**config.mk**
```make
export PLATFORM = sky130hd
export DESIGN_NAME = dsc_ram
export DESIGN_NICKNAME = d
export VERILOG_FILES = /design/src/design/dsc_ram.sv
export SDC_FILE = /design/constraint.sdc
export NUM_CORES = 1
export LEC_CHECK = 0
export ABC_AREA = 1
export BUFFER_PORTS_ARGS = -buffer_cell sky130_fd_sc_hd__buf_2
export CAP_MARGIN = 30
export CORE_ASPECT_RATIO = 0.7
export CORE_MARGIN = 2
export CORE_UTILIZATION = 45
export DETAILED_ROUTE_END_ITERATION = 12
export GPL_ROUTABILITY_DRIVEN = 0
export PLACE_DENSITY = 0.66
export SLEW_MARGIN = 20
export SYNTH_ARGS = -nofsm -noshare
export SYNTH_HDL_FRONTEND = slang
export SYNTH_SLANG_ARGS = --single-unit
```
**constraint.sdc**
```tcl
create_clock -name clk -period 2.1 [get_ports clk]
set_clock_uncertainty 0.15 [all_clocks]
set_input_delay 0.42 -clock clk [delete_from_list [all_inputs] [get_ports clk]]
set_output_delay 0.42 -clock clk [all_outputs]
set_load 0.01 [all_outputs]
```
**src/design/dsc_ram.sv**
```systemverilog
// Generic single-port RAM with registered read data.
// Standalone; no package dependency.
module dsc_ram #(
    parameter int WIDTH = 8,
    parameter int DEPTH = 16
) (
    input  logic                     clk,
    input  logic                     en,
    input  logic                     we,
    input  logic [$clog2(DEPTH)-1:0] addr,
    input  logic [WIDTH-1:0]         wdata,
    output logic [WIDTH-1:0]         rdata
);

    logic [WIDTH-1:0] mem_reg [DEPTH];
    logic [WIDTH-1:0] rdata_reg;

    always_ff @(posedge clk)
    begin
        if (en)
        begin
            if (we)
                mem_reg[addr] <= wdata;
            else
                rdata_reg <= mem_reg[addr];
        end
    end

    assign rdata = rdata_reg;

endmodule

```
==> out/results.txt <==
Status: finished clean
Arr. time, crit path: 0.99 ns
CTS sink count: 136
Netlist cell types: 9
Synthesis Warnings: 0
Max FFs per register: 128
Syn nets: 567
Unrepaired setup endpoints after global routing: false
Port Buf Inserts: 22
CP bufs+invs: 1
Mux contribution to synthesized area: 0%
DR vias: 3885
Clk root buf: clkbuf_16
Worst-Margin Slew: 0.448 ns
Die Width: 138 microns
Setup tns final: 0 ns
Core footprint: 12400 sq um
# rows: 34
Max-Cap Viols: 0
First drt pass iteration count: 5
Final hold vios: 0
Post-Syn Area: 5690 sq um
Final WL: 13400 microns
Slowest-stage cell, CP: edfxtp_1
Tmin final: 1.56 ns
Synth Instances: 552
Worst-skew pair later-pin latency: 0.42 ns
Crit path max-delay family: flip-flops
Largest family of logic cells by synthesized area: simple AND/OR/NAND/NOR gates
Initial antenna violation count: 0
Worst EP required: 1.53 ns
Hold_buf cts: 0
Setup Fix Bufs, Post-CTS: 0
HP Class: input pin to register
Max Root-Sink Buffers: 2
Clock-pin slew on the worst setup and hold paths: 0.06 ns
Complex-gate fraction of the synthesized area: 0%
CTS tree: built
CP max stage delay: 0.40 ns
Ys flop type: edfxtp_1
Die height: 98.1 microns
Commonest cells post-synth: 347 x nand2_1, 136 x edfxtp_1, 21 x inv_1, 19 x nor2_1, 12 x buf_2
VDD IR-drop max: 650 uV
Die ar.: 13600 sq um
N_diodes: 0
Overall fraction of global-route tracks in use: 20.7%
Nets: 615
Startpoint types: register
Max-slew headroom: 70.1%
Fin crit share: 74.1%
DR vias/cell: 5.01
Synth area leader: edfxtp_1
Largest net degree at the start of global routing: 35
Count of pins over their slew limit: 0
Post-cts resize count: 0
Synth area leaders: edfxtp_1 72%, nand2_1 23%, inv_1 1.4%, nor2_1 1.3%, buf_2 1.1%
CP cell instances: buf_2
Share of layout cells above drive strength 1: 13.4%
Setup Crit Path Kind: register to primary output
Effective utilization at floorplan: 46.0%
I/O pins: 23
Share of the yosys chip area belonging to registers: 71.8%
Count leader, synth: nand2_1
Fmax: 643 MHz
Area growth syn-to-layout: 17.8%
Smallest hold slack: 0.306 ns
Synth Area in XOR/XNOR: 0%
Adder-cell share of the synthesized area: 0%
Async SR Flop Fraction: 0%
Final ANT Viol Nets: 0
DRC Markers: 0
Pleak: 2.89 nW
Num CTS Buffers: 17
H-tree depth: 4
Post-synth top area share: 71.8%
Crit path max fanout: 1
1st-iter DRT viols: 399
PwrDens: 945 nW/um^2
Mean Syn Cell Area: 10.3 sq um
Average routed wire per standard cell: 17.2 microns
DP Wirelength: 8450 microns
GRT overflow: 0
EDFF count, synth: 136
Vias in the first global route: 3755
Synth Register Bits: 136
First-pass GRT wire length: 20700 microns
CP endpoint kind: primary output
Final setup fails: 0
Simple-gate share of the synthesized area: 24.5%
-- report_power, final --
part / switching [W] / total (W) / internal, W / leakage [nW]
logic: 0.000262 / 0.000362 / 0.000100 / 1.38
clock network: 0.00109 / 0.00294 / 0.00185 / 0.282
registers: 0.00000984 / 0.00304 / 0.00303 / 1.23
total: 0.00136 / 0.00634 / 0.00498 / 2.89
-- per-stage QoR --
| stage | utilization [%] | setup slack (ns) | instances | area, sq um | total power, W |
|---|---|---|---|---|---|
| 5_1_grt | 54.2 | 0.489 | 775 | 6710 | 0.00652 |
| 3_5_place_dp | 49.4 | 0.211 | 743 | 6120 | 0.00345 |
| 6_report | 54.2 | 0.544 | 775 | 6710 | 0.00634 |
| 4_1_cts | 54.2 | 0.522 | 775 | 6710 | 0.00636 |
| 3_3_place_gp | 49.4 | 0.259 | 743 | 6120 | 0.00345 |
| 2_1_floorplan | - | 0.226 | 552 | 5690 | 0.00330 |
-- logic make-up after synthesis --
family | count (synthesis)
buffers and inverters | 46
DFF | 136
and+or+nand+nor | 370
-- worst paths after layout --
path | start | endpoint | slack (ns) | cells after the start
setup / recovery | rdata[3]$_DFFE_PP_ | rdata[3] | 0.54 | 1
hold / removal | wdata[3] | mem_reg[11][3]$_DFFE_PP_ | 0.31 | 1
setup reg to reg | mem_reg[15][1]$_DFFE_PP_ | rdata[1]$_DFFE_PP_ | 0.75 | 8
hold reg to reg | mem_reg[11][7]$_DFFE_PP_ | rdata[7]$_DFFE_PP_ | 0.64 | 8
-- layout make-up --
type / instances / area, sq um
clock buffers: 18 / 429
clock inverters: 14 / 158
fillers: 1096 / 5670
inverters: 25 / 93.8
multi-input cells: 370 / 1390
flip-flops and latches: 136 / 4080
well taps: 162 / 203
repair buffers: 50 / 345
-- cells in the final DEF (no fill, tap or decap), drive strengths merged --
cell type,count
buf,50
nor2,19
clkinvlp,2
nand3,4
edfxtp,136
nand2,347
bufinv,3
clkinv,9
clkbuf,18
inv,25
-- per-layer routing --
layer  up-vias  global-route usage [%]  wire, microns
met2       128                    30.0           5670
met3        11                    4.95            911
li1       1864                       -              -
met4         0                    6.59            127
met5         -                       0              0
met1      1882                    31.0           6660
No activity file was read; power rests on OpenSTA's default activity.
