File: src/design/dsc_pkg.sv
// Shared constants, types and per-channel arithmetic for the 2x2 box-average downscaler.
// Used by every module under design/ except dsc_ram; depends on nothing.
package dsc_pkg;

    localparam int MAX_WIDTH  = 4096;
    localparam int MAX_HEIGHT = 4096;
    localparam int LINE_DEPTH = MAX_WIDTH / 2;
    localparam int COL_W      = $clog2(MAX_WIDTH);
    localparam int ROW_W      = $clog2(MAX_HEIGHT);
    localparam int IDX_W      = $clog2(LINE_DEPTH);
    localparam int DIM_W      = 13;
    localparam int CH_W       = 8;
    localparam int NUM_CH     = 3;
    localparam int PIX_W      = CH_W * NUM_CH;
    localparam int SUM_W      = CH_W + 1;
    localparam int PAIR_W     = SUM_W * NUM_CH;
    localparam int CFG_IDX_W  = 1;

    localparam logic [DIM_W-1:0] WIDTH_RESET  = DIM_W'(640);
    localparam logic [DIM_W-1:0] HEIGHT_RESET = DIM_W'(480);
    localparam logic [DIM_W-1:0] WIDTH_LIMIT  = DIM_W'(MAX_WIDTH);
    localparam logic [DIM_W-1:0] HEIGHT_LIMIT = DIM_W'(MAX_HEIGHT);

    typedef enum logic [CFG_IDX_W-1:0] {
        REG_IMAGE_WIDTH  = 1'b0,
        REG_IMAGE_HEIGHT = 1'b1
    } cfg_reg_t;

    typedef logic [PIX_W-1:0]  pixel_t;
    typedef logic [PAIR_W-1:0] pair_t;

    typedef struct packed {
        logic             wr;
        logic             rd;
        logic             last;
        logic [IDX_W-1:0] idx;
    } line_op_t;

    function automatic logic [DIM_W-1:0] clamp_dim(input logic [DIM_W-1:0] v,
                                                   input logic [DIM_W-1:0] hi);
        logic [DIM_W-1:0] r;
        if (v == '0)
            r = DIM_W'(1);
        else if (v > hi)
            r = hi;
        else
            r = v;
        return r;
    endfunction

    function automatic pair_t pair_add(input pixel_t a, input pixel_t b);
        pair_t s;
        s = '0;
        for (int c = 0; c < NUM_CH; c++)
            s[c*SUM_W +: SUM_W] = SUM_W'(a[c*CH_W +: CH_W]) + SUM_W'(b[c*CH_W +: CH_W]);
        return s;
    endfunction

    function automatic pixel_t block_mean(input pair_t top, input pair_t bot);
        pixel_t          p;
        logic [SUM_W:0]  s;
        p = '0;
        for (int c = 0; c < NUM_CH; c++) begin
            s = (SUM_W+1)'(top[c*SUM_W +: SUM_W]) + (SUM_W+1)'(bot[c*SUM_W +: SUM_W]);
            p[c*CH_W +: CH_W] = s[SUM_W:2];
        end
        return p;
    endfunction

endpackage

File: src/design/dsc_ctrl.sv
// Frame position counters, dimension registers, held pixel and line-store request decode.
// Depends on dsc_pkg.
module dsc_ctrl (
    input  logic                             clk,
    input  logic                             rst_n,
    input  logic                             cfg_we,
    input  logic [dsc_pkg::CFG_IDX_W-1:0]    cfg_index,
    input  logic [dsc_pkg::DIM_W-1:0]        cfg_data,
    input  logic                             accept,
    input  dsc_pkg::pixel_t                  pixel,
    output dsc_pkg::line_op_t                op,
    output dsc_pkg::pair_t                   pair
);

    logic [dsc_pkg::DIM_W-1:0] width_reg, width_next;
    logic [dsc_pkg::DIM_W-1:0] height_reg, height_next;
    logic [dsc_pkg::COL_W-1:0] col_reg, col_next;
    logic [dsc_pkg::ROW_W-1:0] row_reg, row_next;
    dsc_pkg::pixel_t           held_reg, held_next;

    logic [dsc_pkg::DIM_W-1:0] w, h, w_even, h_even;
    logic [dsc_pkg::DIM_W-1:0] x_ext, y_ext, x_inc, y_inc;
    logic                      in_block;

    assign w      = dsc_pkg::clamp_dim(width_reg, dsc_pkg::WIDTH_LIMIT);
    assign h      = dsc_pkg::clamp_dim(height_reg, dsc_pkg::HEIGHT_LIMIT);
    assign w_even = {w[dsc_pkg::DIM_W-1:1], 1'b0};
    assign h_even = {h[dsc_pkg::DIM_W-1:1], 1'b0};
    assign x_ext  = dsc_pkg::DIM_W'(col_reg);
    assign y_ext  = dsc_pkg::DIM_W'(row_reg);
    assign x_inc  = x_ext + dsc_pkg::DIM_W'(1);
    assign y_inc  = y_ext + dsc_pkg::DIM_W'(1);

    assign in_block = col_reg[0] && (x_ext < w_even) && (y_ext < h_even);

    always_comb
    begin
        op.wr   = in_block && !row_reg[0];
        op.rd   = in_block && row_reg[0];
        op.last = in_block && row_reg[0]
                  && (x_ext == w_even - dsc_pkg::DIM_W'(1))
                  && (y_ext == h_even - dsc_pkg::DIM_W'(1));
        op.idx  = col_reg[dsc_pkg::COL_W-1:1];
    end

    assign pair = dsc_pkg::pair_add(held_reg, pixel);

    always_comb
    begin
        width_next  = width_reg;
        height_next = height_reg;
        col_next    = col_reg;
        row_next    = row_reg;
        held_next   = held_reg;
        if (cfg_we)
        begin
            unique case (dsc_pkg::cfg_reg_t'(cfg_index))
                dsc_pkg::REG_IMAGE_WIDTH:  width_next  = cfg_data;
                dsc_pkg::REG_IMAGE_HEIGHT: height_next = cfg_data;
            endcase
            col_next = '0;
            row_next = '0;
        end
        else if (accept)
        begin
            if (!col_reg[0])
                held_next = pixel;
            if (x_inc >= w)
            begin
                col_next = '0;
                if (y_inc >= h)
                    row_next = '0;
                else
                    row_next = y_inc[dsc_pkg::ROW_W-1:0];
            end
            else
                col_next = x_inc[dsc_pkg::COL_W-1:0];
        end
    end

    always_ff @(posedge clk or negedge rst_n)
    begin
        if (!rst_n)
        begin
            width_reg  <= dsc_pkg::WIDTH_RESET;
            height_reg <= dsc_pkg::HEIGHT_RESET;
            col_reg    <= '0;
            row_reg    <= '0;
            held_reg   <= '0;
        end
        else
        begin
            width_reg  <= width_next;
            height_reg <= height_next;
            col_reg    <= col_next;
            row_reg    <= row_next;
            held_reg   <= held_next;
        end
    end

endmodule

File: config.mk
export PLATFORM = sky130hd
export DESIGN_NAME = dsc_ctrl
export DESIGN_NICKNAME = d
export VERILOG_FILES = /design/src/design/dsc_pkg.sv /design/src/design/dsc_ctrl.sv
export SDC_FILE = /design/constraint.sdc
export NUM_CORES = 1
export LEC_CHECK = 0
export ABC_AREA = 1
export BUFFER_PORTS_ARGS = -buffer_cell sky130_fd_sc_hd__buf_4
export CAP_MARGIN = 0
export CORE_ASPECT_RATIO = 0.8
export CORE_MARGIN = 2
export CORE_UTILIZATION = 45
export DETAILED_ROUTE_END_ITERATION = 12
export SLEW_MARGIN = 20
export SYNTH_ARGS = -nofsm -noshare
export SYNTH_HDL_FRONTEND = slang
export SYNTH_SLANG_ARGS = --single-unit
File: constraint.sdc
create_clock -name clk -period 8.2 [get_ports clk]
set_input_delay 0.82 -clock clk [delete_from_list [all_inputs] [get_ports clk]]
set_output_delay 0.82 -clock clk [all_outputs]
set_load 0.005 [all_outputs]
==> results_dict.tcl <==
set metrics [dict create \
    cts_setup_buffers 0 \
    core.rowCount 38 \
    antenna_left 0 \
    wirelength_um 16450 \
    crit_chain "or2_0 -> nor2_1 -> nand2_2 -> nand2_2 -> nand2_1 -> ha_1 -> a21oi_1 -> o21ai_0 -> nand2_1 -> nand4_1 -> a311oi_1 -> inv_1 -> nor2_1 -> inv_1 -> nor2_2 -> buf_4" \
    cp_slowest_cell "dfrtp_1" \
    min_period_ns 4.315 \
    cp.required_ns 7.38 \
    yosys-top-cells-area "dfrtp_1 (27%), ha_1 (15%), nand2_1 (12%)" \
    slew_viol_final 0 \
    drtPass1Iterations 5 \
    netlist_instances 843 \
    area_growth_pct 15.97 \
    synth_warnings 0 \
    grt_usage_pct 23.54 \
    post-route-drc-count 0 \
    vias 5748 \
    status "complete, no violations" \
    hpwlAfterDp_um 12980 \
    placed_area_um2 6978 \
    netlist_area_um2 6284 \
    drive_above_1_share_pct 15.49 \
    ys_ff_latch 74 \
    grt_max_degree 75 \
    path_buf_inv 3 \
    antenna_found_initial 0 \
    fin_skew_ns 0.007587 \
    cap_violations 0 \
    setup_tns_ns 0 \
    utilization_pct 53.59 \
    start_kind "flop" \
    arrival_ns 3.49 \
    finalHoldViolCount 0 \
    cts_tree "built" \
    cts_num_sinks 74 \
    grt_overflow_total 0 \
    fillers 1366 \
    p_per_area_nw_per_um2 202.6 \
    cts-buffers-inserted 9 \
    register_area_um2 1859 \
    grt_pass1_vias 5623 \
    diodes 0 \
    synth-async-reset-ratio_pct 100.0 \
    drtIter0Drc 370 \
    rsz0062_at_grt "false" \
    tightestPinTransition_ns 0.9808 \
    seq_area_frac_synth_pct 29.59 \
    multi_input_area_um2 3854 \
    p_leak_nw 3.865 \
    cp-end-kind "output port" \
    combinationalPowerShare_pct 39.8 \
    critPathKind "reg -> out" \
    core_um2 13600 \
    synth_flop_cell "dfrtp_1" \
    max_freq_mhz 231.8 \
    cts_buffer_depth 2 \
    cts_root_buffer "clkbuf_16" \
    p_seq_share_pct 31.6 \
    path_max_fanout 20 \
    period_share_pct 52.62 \
    routed_via_density 5.240 \
    die_area_um2 14930 \
    io_pins 83 \
    synth_top_area_share_pct 27.08 \
    swShare_pct 37.47 \
    max_stage_delay_ns 0.42 \
    clkPwrFrac_pct 28.7 \
    fin_nets 1033 \
    synth_common_cells "nand2_1 (201), inv_1 (107), ha_1 (76)" \
    synth_fp_nets 964 \
    critPathTopFamily "simple AND/OR/NAND/NOR gates" \
    cts.repair.resized 0 \
    routedWlPerCell_um 15.00 \
    holdBufCountCts 0 \
    clk_pin_slew_worst_paths_ns 0.07 \
    largest_reg_flops 24 \
    cts.htree.levels 3 \
    yosys.area.top_type "dfrtp_1" \
    start_util_pct 46.21 \
    syn_area_per_cell_um2 7.454 \
    p_switching_w 0.0005531 \
    finalSetupViolCount 0 \
    min_path_type "reg -> reg" \
    ir_worst_vdd_v 0.0001216 \
    port_buffers 82 \
    slew_headroom_pct 34.62 \
    die_width_um 136.1 \
    fin_area_um2 7287 \
    power.internal_w 0.0009231 \
    die_h_um 109.7 \
    ys_types 42 \
    grt_pass1_wl_um 27470 \
    synth_most_common_cell "nand2_1" \
    synth_edf_count 0 \
    gp_congestion 0.9132 \
    clk-insertion-delay-late_ns 0.35 \
]
==> kinds of logic after synthesis <==
group	Yosys count	synth area share (%)
AOI/OAI and AO/OA	132	11.65
xor gates and xnor gates	41	5.715
adders and majority gates	79	16.09
buffers and inverters	135	9.080
DFF	74	29.59
muxes	21	3.763
and+or+nand+nor	361	24.11
==> per-stage QoR <==
stage / total power [W] / worst slack [ns] / cells / hold WS (ns)
after floorplan: 0.0008311 / 5.052 / 843 / 0.4668
after global placement: 0.001045 / 4.338 / 1081 / 0.4907
after detailed placement: 0.001054 / 4.253 / 1081 / 0.4992
after CTS: 0.001489 / 3.864 / 1097 / 0.5161
after global routing: 0.001591 / 3.536 / 1097 / 0.5188
final: 0.001476 / 3.885 / 1097 / 0.5116
==> per-layer routing <==
metal	track usage, %	vias to the layer above	wire length (µm)
met4	7.292	0	346
met5	0	-	0
li1	-	2910	-
met2	36.47	173	6938
met1	32.08	2636	7981
met3	6.455	29	1185
==> power groups by stage <==
stage | clock network [W] | logic [W] | registers [W]
2_1_floorplan | 0 | 0.000378 | 0.000453
3_3_place_gp | 0 | 0.000576 | 0.000469
3_5_place_dp | 0 | 0.000583 | 0.000471
4_1_cts | 0.000436 | 0.000588 | 0.000465
5_1_grt | 0.000449 | 0.000670 | 0.000473
6_report | 0.000423 | 0.000587 | 0.000466
==> worst reg2reg max path, delay by kind of cell, from the launching register on <==
kind,cells,cell delay (ns)
AND/OR/NAND/NOR,12,2.41
adder cells (fa/ha/maj),1,0.36
buffers and inverters,1,0.41
AO/OA/AOI/OAI,1,0.32
flip-flops,1,0.42
==> final timing paths <==
path	start	to	slack, ns	cells past startpoint
min reg2reg	held_reg[20]	held_reg[20]	0.51	1
max reg2reg	width_reg[8]	row_reg[10]	4.19	15
min	held_reg[20]	held_reg[20]	0.51	1
min in group asynchronous	rst_n	col_reg[9]	0.62	1
max in group asynchronous	rst_n	held_reg[5]	6.94	1
max	width_reg[8]	op[11]	3.89	16
==> layout by cell type, fill, tap and decap left out, drive strengths merged <==
cell type / n
nand2: 208
inv: 112
buf: 84
ha: 76
nor2: 71
dfrtp: 68
o21ai: 68
nand3: 60
a21oi: 42
xor2: 36
mux2: 21
clkbuf: 9
nand4: 8
dfstp: 6
xnor2: 5
nor3: 5
nor4: 4
o211ai: 4
o22ai: 4
or2: 4
a21o: 3
fa: 3
o31ai: 3
o221ai: 2
o41ai: 2
clkinv: 2
a311oi: 1
nand3b: 1
a21boi: 1
o311ai: 1
a211o: 1
bufinv: 1
clkinvlp: 1
==> area by class of cell <==
type | instances | share of cell area [%]
clock buffer | 9 | 3.091
clock inverter | 7 | 1.150
inverter | 109 | 5.615
multi-input combinational | 634 | 52.88
sequential | 74 | 25.52
tap | 180 | 3.091
timing repair buffer | 84 | 8.654
No activity file was read; power rests on OpenSTA's default activity.
