## src/design/dsc_pkg.sv

```systemverilog
// Shared constants, types and per-channel arithmetic for the 2x2 box-average downscaler.
// Used by every module under design/ except dsc_ram; depends on nothing.
package dsc_pkg;

    localparam int MAX_WIDTH  = 4096;
    localparam int MAX_HEIGHT = 4096;
    localparam int LINE_DEPTH = MAX_WIDTH / 2;
    localparam int COL_W      = $clog2(MAX_WIDTH);
    localparam int ROW_W      = $clog2(MAX_HEIGHT);
    localparam int IDX_W      = $clog2(LINE_DEPTH);
    localparam int DIM_W      = 13;
    localparam int CH_W       = 8;
    localparam int NUM_CH     = 3;
    localparam int PIX_W      = CH_W * NUM_CH;
    localparam int SUM_W      = CH_W + 1;
    localparam int PAIR_W     = SUM_W * NUM_CH;
    localparam int CFG_IDX_W  = 1;

    localparam logic [DIM_W-1:0] WIDTH_RESET  = DIM_W'(640);
    localparam logic [DIM_W-1:0] HEIGHT_RESET = DIM_W'(480);
    localparam logic [DIM_W-1:0] WIDTH_LIMIT  = DIM_W'(MAX_WIDTH);
    localparam logic [DIM_W-1:0] HEIGHT_LIMIT = DIM_W'(MAX_HEIGHT);

    typedef enum logic [CFG_IDX_W-1:0] {
        REG_IMAGE_WIDTH  = 1'b0,
        REG_IMAGE_HEIGHT = 1'b1
    } cfg_reg_t;

    typedef logic [PIX_W-1:0]  pixel_t;
    typedef logic [PAIR_W-1:0] pair_t;

    typedef struct packed {
        logic             wr;
        logic             rd;
        logic             last;
        logic [IDX_W-1:0] idx;
    } line_op_t;

    function automatic logic [DIM_W-1:0] clamp_dim(input logic [DIM_W-1:0] v,
                                                   input logic [DIM_W-1:0] hi);
        logic [DIM_W-1:0] r;
        if (v == '0)
            r = DIM_W'(1);
        else if (v > hi)
            r = hi;
        else
            r = v;
        return r;
    endfunction

    function automatic pair_t pair_add(input pixel_t a, input pixel_t b);
        pair_t s;
        s = '0;
        for (int c = 0; c < NUM_CH; c++)
            s[c*SUM_W +: SUM_W] = SUM_W'(a[c*CH_W +: CH_W]) + SUM_W'(b[c*CH_W +: CH_W]);
        return s;
    endfunction

    function automatic pixel_t block_mean(input pair_t top, input pair_t bot);
        pixel_t          p;
        logic [SUM_W:0]  s;
        p = '0;
        for (int c = 0; c < NUM_CH; c++) begin
            s = (SUM_W+1)'(top[c*SUM_W +: SUM_W]) + (SUM_W+1)'(bot[c*SUM_W +: SUM_W]);
            p[c*CH_W +: CH_W] = s[SUM_W:2];
        end
        return p;
    endfunction

endpackage

```

## src/design/dsc_out.sv

```systemverilog
// Averaging stage and output register with back-pressure handling.
// Depends on dsc_pkg; takes line-store read data from dsc_ram.
module dsc_out (
    input  logic            clk,
    input  logic            rst_n,
    input  logic            load,
    input  dsc_pkg::pair_t  pair,
    input  logic            last,
    input  dsc_pkg::pair_t  top_pair,
    output logic            take,
    output logic            m_tvalid,
    input  logic            m_tready,
    output dsc_pkg::pixel_t m_tdata,
    output logic            m_tlast
);

    logic            s1_valid_reg, s1_valid_next;
    dsc_pkg::pair_t  s1_pair_reg, s1_pair_next;
    logic            s1_last_reg, s1_last_next;
    logic            m_valid_reg, m_valid_next;
    dsc_pkg::pixel_t m_data_reg, m_data_next;
    logic            m_last_reg, m_last_next;
    logic            advance;

    assign advance = s1_valid_reg && (!m_valid_reg || m_tready);
    assign take    = !s1_valid_reg || advance;

    always_comb
    begin
        s1_valid_next = s1_valid_reg;
        s1_pair_next  = s1_pair_reg;
        s1_last_next  = s1_last_reg;
        if (load)
        begin
            s1_valid_next = 1'b1;
            s1_pair_next  = pair;
            s1_last_next  = last;
        end
        else if (advance)
            s1_valid_next = 1'b0;
    end

    always_comb
    begin
        m_valid_next = m_valid_reg;
        m_data_next  = m_data_reg;
        m_last_next  = m_last_reg;
        if (advance)
        begin
            m_valid_next = 1'b1;
            m_data_next  = dsc_pkg::block_mean(top_pair, s1_pair_reg);
            m_last_next  = s1_last_reg;
        end
        else if (m_tready)
            m_valid_next = 1'b0;
    end

    always_ff @(posedge clk or negedge rst_n)
    begin
        if (!rst_n)
        begin
            s1_valid_reg <= 1'b0;
            m_valid_reg  <= 1'b0;
        end
        else
        begin
            s1_valid_reg <= s1_valid_next;
            m_valid_reg  <= m_valid_next;
        end
    end

    always_ff @(posedge clk)
    begin
        s1_pair_reg <= s1_pair_next;
        s1_last_reg <= s1_last_next;
        m_data_reg  <= m_data_next;
        m_last_reg  <= m_last_next;
    end

    assign m_tvalid = m_valid_reg;
    assign m_tdata  = m_data_reg;
    assign m_tlast  = m_last_reg;

endmodule

```

## config.mk

```make
export PLATFORM = sky130hd
export DESIGN_NAME = dsc_out
export DESIGN_NICKNAME = d
export VERILOG_FILES = /design/src/design/dsc_pkg.sv /design/src/design/dsc_out.sv
export SDC_FILE = /design/constraint.sdc
export NUM_CORES = 1
export LEC_CHECK = 0
export ABC_AREA = 1
export BUFFER_PORTS_ARGS = -buffer_cell sky130_fd_sc_hd__buf_4
export CORE_UTILIZATION = 45
export DETAILED_ROUTE_END_ITERATION = 16
export PLACE_DENSITY = 0.71
export SLEW_MARGIN = 20
export SYNTH_ARGS = -nofsm -noshare
export SYNTH_HDL_FRONTEND = slang
export SYNTH_SLANG_ARGS = --single-unit
export TNS_END_PERCENT = 20
```

## constraint.sdc

```tcl
create_clock -name clk -period 2.3 [get_ports clk]
set_input_delay 0.23 -clock clk [delete_from_list [all_inputs] [get_ports clk]]
set_output_delay 0.23 -clock clk [all_outputs]
set_load 0.01 [all_outputs]
```

==> impl_metrics.env, run 1 <==
export IMPL_run_status="complete, no violations"
export IMPL_cts_sinks=55
export IMPL_cp_slowest_stage_delay_ps=380
export IMPL_maxSlewViolCount=0
export IMPL_cts_path_max_buffers=2
export IMPL_placed_cells=443
export IMPL_initial_core_util=0.4767
export IMPL_irDropWorstVdd_mv=0.4548
export IMPL_die_w_um=81.90
export IMPL_drtIter0Drc=67
export IMPL_grt_setup_unrepaired="false"
export IMPL_pin_count=86
export IMPL_fin_crit_ps=1514
export IMPL_drcViolationCount=0
export IMPL_crit_type="flip-flop to flip-flop"
export IMPL_drtAntennaViolNets=0
export IMPL_hold_path_class="input port to flip-flop"
export IMPL_relSlewSlack=0.7430
export IMPL_path_cells="ha_1 -> a21oi_1 -> nand2_2 -> nand2_1 -> nand2_1 -> nand2_1 -> nand2_1"
export IMPL_htree_levels=2
export IMPL_yosysWarnings=0
export IMPL_stdcell_count=452
export IMPL_synth_area_leader_cell="edfxtp_1"
export IMPL_wirelength_um=5139
export IMPL_syn_avg_cell_area_um2=10.19
export IMPL_cts_tree="done"
export IMPL_critPathSlowestCell="edfxtp_1"
export IMPL_wl_per_cell_um=11.37
export IMPL_use_met3=0.06889
export IMPL_cp_common_cell="nand2_1"
export IMPL_critical_path_arrival_ps=1580
export IMPL_syn_inst=282
export IMPL_ys_types=21
export IMPL_synth_area_leaders="edfxtp_1, ha_1, nand2_1"
export IMPL_grtUsageMet1=0.1893
export IMPL_insertedDiodeCount=0
export IMPL_min_period_over_period=0.6582
export IMPL_whs_ps=94.02
export IMPL_grt_first_pass_wirelength_um=8618
export IMPL_end_kind="flip-flop"
export IMPL_syn_to_final_growth_pct=30.97
export IMPL_grt_overflow_total=0
export IMPL_required_ps=2370
export IMPL_dp_slack_ps=797.0
export IMPL_fp_dieH_um=81.90
export IMPL_core_um2=6026
export IMPL_setup_viol=0
export IMPL_layout_drive_gt1_share=0.3263
export IMPL_ys_seq_elements=55
export IMPL_seq_area_frac_synth=0.5714
export IMPL_gp_congestion=0.8335
export IMPL_io_buffers=85
export IMPL_track_usage=0.1717
export IMPL_clock_fmax_mhz=660.5
export IMPL_setup_tns_ps=0
export IMPL_cp_top_family="flip-flops"
export IMPL_hold_viol=0
export IMPL_dp_hpwl_um=4025
export IMPL_post_cts_setup_buffers=0
export IMPL_cts_buffers=5
export IMPL_cp_start_kind="flip-flop"
export IMPL_synth_top_area_frac=0.5540
export IMPL_worstMarginPinSlew_ps=385.5
export IMPL_power_density_nw_per_um2=696.5
export IMPL_drtPass1Iterations=4
export IMPL_synthesis_area_um2=2873
export IMPL_grt_max_degree=30
export IMPL_layout_common_cells="buf_4, nand2_1, edfxtp_1"
export IMPL_antenna_found_initial=0
export IMPL_critPathMaxFanout=4
export IMPL_viasPerCell=4.710
export IMPL_vias=2129
export IMPL_clk_latency_ps=300
export IMPL_clk_pin_slew_ps=100
export IMPL_largest_register_ffs=27
export IMPL_fin_nets=459
export IMPL_finClkSkew_ps=5.957
export IMPL_grtUsageMet2=0.3058
export IMPL_path_buf_inv=0
export IMPL_rows=28
export IMPL_layout_commonest_cell="buf_4"
export IMPL_max_cap_violations=0
export IMPL_busiest_layer="met2"
export IMPL_worst_slack_ps=786.1
export IMPL_grt_pass1_vias=2097
export IMPL_clockRootBuffer="clkbuf_8"
export IMPL_cts_resized=0
export IMPL_die_area_um2=6708
export IMPL_leakage_nw=1.832
export IMPL_synth_nets=365
## through the flow
step                        util  total power [W]  instance area, um^2
after floorplan                -         0.001652                 2873
after global placement    0.6001         0.001885                 3616
after detailed placement  0.6001         0.001900                 3616
after CTS                 0.6244         0.002657                 3762
after global routing      0.6244         0.002777                 3762
final                     0.6244         0.002621                 3762
## synth_stat cells
cell      number
nand3_1       16
o21ai_0        2
nand4_1        2
a21oi_2        2
o21ai_2        3
nand2_1       79
nor2_2         3
edfxtp_1      53
ha_1          24
inv_1         41
nor2_1         8
nand2_2       14
o21ai_1        3
o21bai_1       1
nand3_2        1
inv_2          5
dfrtp_1        2
xor2_1         9
nor3_1         2
a21oi_1       10
clkinv_1       2
## logic make-up after synthesis
kind of cell / count (synthesis) / synth area share
flip-flops: 55 / 0.5714
buffers and inverters: 48 / 0.06272
AO/OA/AOI/OAI: 21 / 0.04399
AND/OR/NAND/NOR: 125 / 0.1899
adder cells (fa/ha/maj): 24 / 0.1045
XOR/XNOR: 9 / 0.02744
## power by group
| group | internal [W] | leakage [nW] | total [W] | switching, W |
|---|---|---|---|---|
| sequential | 0.00124 | 0.537 | 0.00127 | 0.0000297 |
| combinational | 0.000280 | 1.23 | 0.000607 | 0.000327 |
| clock | 0.000434 | 0.0644 | 0.000746 | 0.000312 |
| total | 0.00195 | 1.83 | 0.00262 | 0.000669 |
## final timing paths
kind | depth (start not counted) | from | end | slack [ps]
min | 1 | pair[22] | s1_pair_reg[22] | 90
max | 7 | s1_pair_reg[12] | m_tdata[12] | 790
max reg2reg | 7 | s1_pair_reg[12] | m_tdata[12] | 790
min reg2reg | 0 | s1_last_reg | m_tlast | 430
max in group asynchronous | 2 | rst_n | s1_valid_reg | 1990
min in group asynchronous | 2 | rst_n | m_tvalid | 220
## repair_timing
item / 4_1_cts / 5_1_grt
hold buffers: 1 / 0
endpoints found under the hold margin: 2 / 0
setup endpoints to repair: 0 / 0
## final cells by class
cell class | count | area [um^2]
fill | 502 | 2263
multi-input combinational | 179 | 1055
sequential | 55 | 1642
timing repair buffer | 87 | 655.6
clock buffer | 5 | 68.82
tap | 75 | 93.84
clock inverter | 3 | 67.56
inverter | 48 | 180.2
## per-layer routing
layer	part of all wire	vias to the layer above	wire length [um]
met5	0	-	0
li1	-	1111	-
met2	0.50	59	2582
met1	0.41	957	2085
met4	0.0037	0	19
met3	0.088	2	452
Note: power is estimated with default switching activity, not from simulation.
==> run 2, diff against run 1 <==
- clock period: 2.3 -> 1.5 ns (I/O delays scaled with it)
==> impl_metrics.env, run 2 (synthesized netlist as in run 1, its figures left out) <==
export IMPL_run_status="complete, no violations"
export IMPL_whs_ps=20.10
export IMPL_clock_fmax_mhz=667.6
export IMPL_critPathMaxFanout=4
export IMPL_setup_viol=0
export IMPL_grt_first_pass_wirelength_um=8197
export IMPL_vias=2316
export IMPL_min_period_over_period=0.9985
export IMPL_io_buffers=85
export IMPL_initial_core_util=0.4767
export IMPL_path_cells="ha_4 -> a21oi_1 -> nand2_2 -> buf_4 -> xor2_1"
export IMPL_htree_levels=2
export IMPL_grt_max_degree=30
export IMPL_track_usage=0.1668
export IMPL_grt_pass1_vias=1955
export IMPL_cts_buffers=5
export IMPL_cts_tree="done"
export IMPL_hold_viol=0
export IMPL_cp_start_kind="flip-flop"
export IMPL_required_ps=1570
export IMPL_hold_path_class="input port to flip-flop"
export IMPL_largest_register_ffs=27
export IMPL_antenna_found_initial=0
export IMPL_p_comb_frac=0.298
export IMPL_die_area_um2=6708
export IMPL_drtAntennaViolNets=0
export IMPL_irDropWorstVdd_mv=0.4937
export IMPL_cts_path_max_buffers=2
export IMPL_power_density_nw_per_um2=921.2
export IMPL_clk_pin_slew_ps=100
export IMPL_fin_crit_ps=1498
export IMPL_insertedDiodeCount=0
export IMPL_power_frac_clock=0.205
export IMPL_cts_sinks=55
export IMPL_viasPerCell=4.845
export IMPL_layout_common_cells="buf_4, nand2_1, edfxtp_1"
export IMPL_switching_share=0.2901
export IMPL_syn_to_final_growth_pct=49.65
export IMPL_pin_count=86
export IMPL_fin_nets=485
export IMPL_drtPass1Iterations=4
export IMPL_drtIter0Drc=69
export IMPL_relSlewSlack=0.7423
export IMPL_max_cap_violations=0
export IMPL_place_area_um2=3636
export IMPL_internal_power_w=0.002812
export IMPL_rows=28
export IMPL_leakage_nw=1.956
export IMPL_fillers=444
export IMPL_clk_latency_ps=300
export IMPL_path_buf_inv=1
export IMPL_grt_overflow_total=0
export IMPL_cp_top_family="flip-flops"
export IMPL_regArea_um2=1642
export IMPL_grt_setup_unrepaired="true"
export IMPL_fin_area_um2=4299
export IMPL_cp_slowest_stage_delay_ps=430
export IMPL_die_w_um=81.90
export IMPL_gp_congestion=0.8507
export IMPL_wl_per_cell_um=13.15
export IMPL_crit_type="flip-flop to flip-flop"
export IMPL_finClkSkew_ps=7.959
export IMPL_worstMarginPinSlew_ps=386.6
export IMPL_layout_drive_gt1_share=0.4144
export IMPL_fp_dieH_um=81.90
export IMPL_end_kind="flip-flop"
export IMPL_drcViolationCount=0
export IMPL_dp_hpwl_um=4147
export IMPL_power_switching_w=0.001149
export IMPL_multi_input_area_um2=1374
export IMPL_critPathSlowestCell="edfxtp_1"
export IMPL_clockRootBuffer="clkbuf_8"
export IMPL_maxSlewViolCount=0
export IMPL_core_um2=6026
export IMPL_wirelength_um=6286
export IMPL_critical_path_arrival_ps=1560
export IMPL_p_seq_frac=0.497
export IMPL_layout_commonest_cell="buf_4"
[run 2: power by group through the flow]
stage	combinational (W)	sequential, W	clock (W)
3_5_place_dp	0.000951	0.00198	0
6_report	0.00118	0.00197	0.000813
5_1_grt	0.00130	0.00198	0.000906
4_1_cts	0.000963	0.00195	0.000848
2_1_floorplan	0.000508	0.00203	0
3_3_place_gp	0.000928	0.00198	0
[run 2: area by class of cell]
class	instances	share of cell area
Multi-Input combinational cell	179	0.3196
Clock inverter	3	0.004657
Timing Repair Buffer	113	0.2142
Clock buffer	5	0.01601
Sequential cell	55	0.3818
Inverter	48	0.04191
Tap cell	75	0.02183
[run 2: what timing repair did]
action	CTS	global route
buffers inserted	0	3
pin swaps	2	9
hold endpoints to repair	2	23
endpoints found under the setup margin	5	16
resized for setup	2	44
hold buffers	1	23
[run 2: metrics by stage]
| stage | worst slack (ps) | setup TNS (ps) | instances | total power, W | utilization |
|---|---|---|---|---|---|
| after detailed placement | -14.65 | -14.65 | 443 | 0.002936 | 0.6034 |
| after global placement | 49.41 | 0 | 443 | 0.002905 | 0.6034 |
| after floorplan | 117.1 | 0 | 282 | 0.002536 | - |
| final | 2.192 | 0 | 478 | 0.003960 | 0.7135 |
| after global routing | -88.17 | -632.5 | 478 | 0.004194 | 0.7135 |
| after CTS | -11.06 | -11.06 | 452 | 0.003763 | 0.6223 |
[run 2: path summary, 6_finish.rpt]
path | start | endpoint | slack [ps] | cells after the start
setup / recovery | s1_pair_reg[21] | m_tdata[18] | 2 | 5
hold / removal | pair[4] | s1_pair_reg[4] | 20 | 1
setup reg to reg | s1_pair_reg[21] | m_tdata[18] | 2 | 5
hold reg to reg | s1_last_reg | m_tlast | 440 | 0
max in group asynchronous | rst_n | m_tvalid | 1260 | 2
min in group asynchronous | rst_n | s1_valid_reg | 160 | 2
[run 2: per-layer routing]
metal	global-route usage	up-vias	routed length (um)
met5	0	-	0
met3	0.04778	14	346
met2	0.3107	74	3538
li1	-	1164	-
met1	0.1789	1064	2273
met4	0.05439	0	128
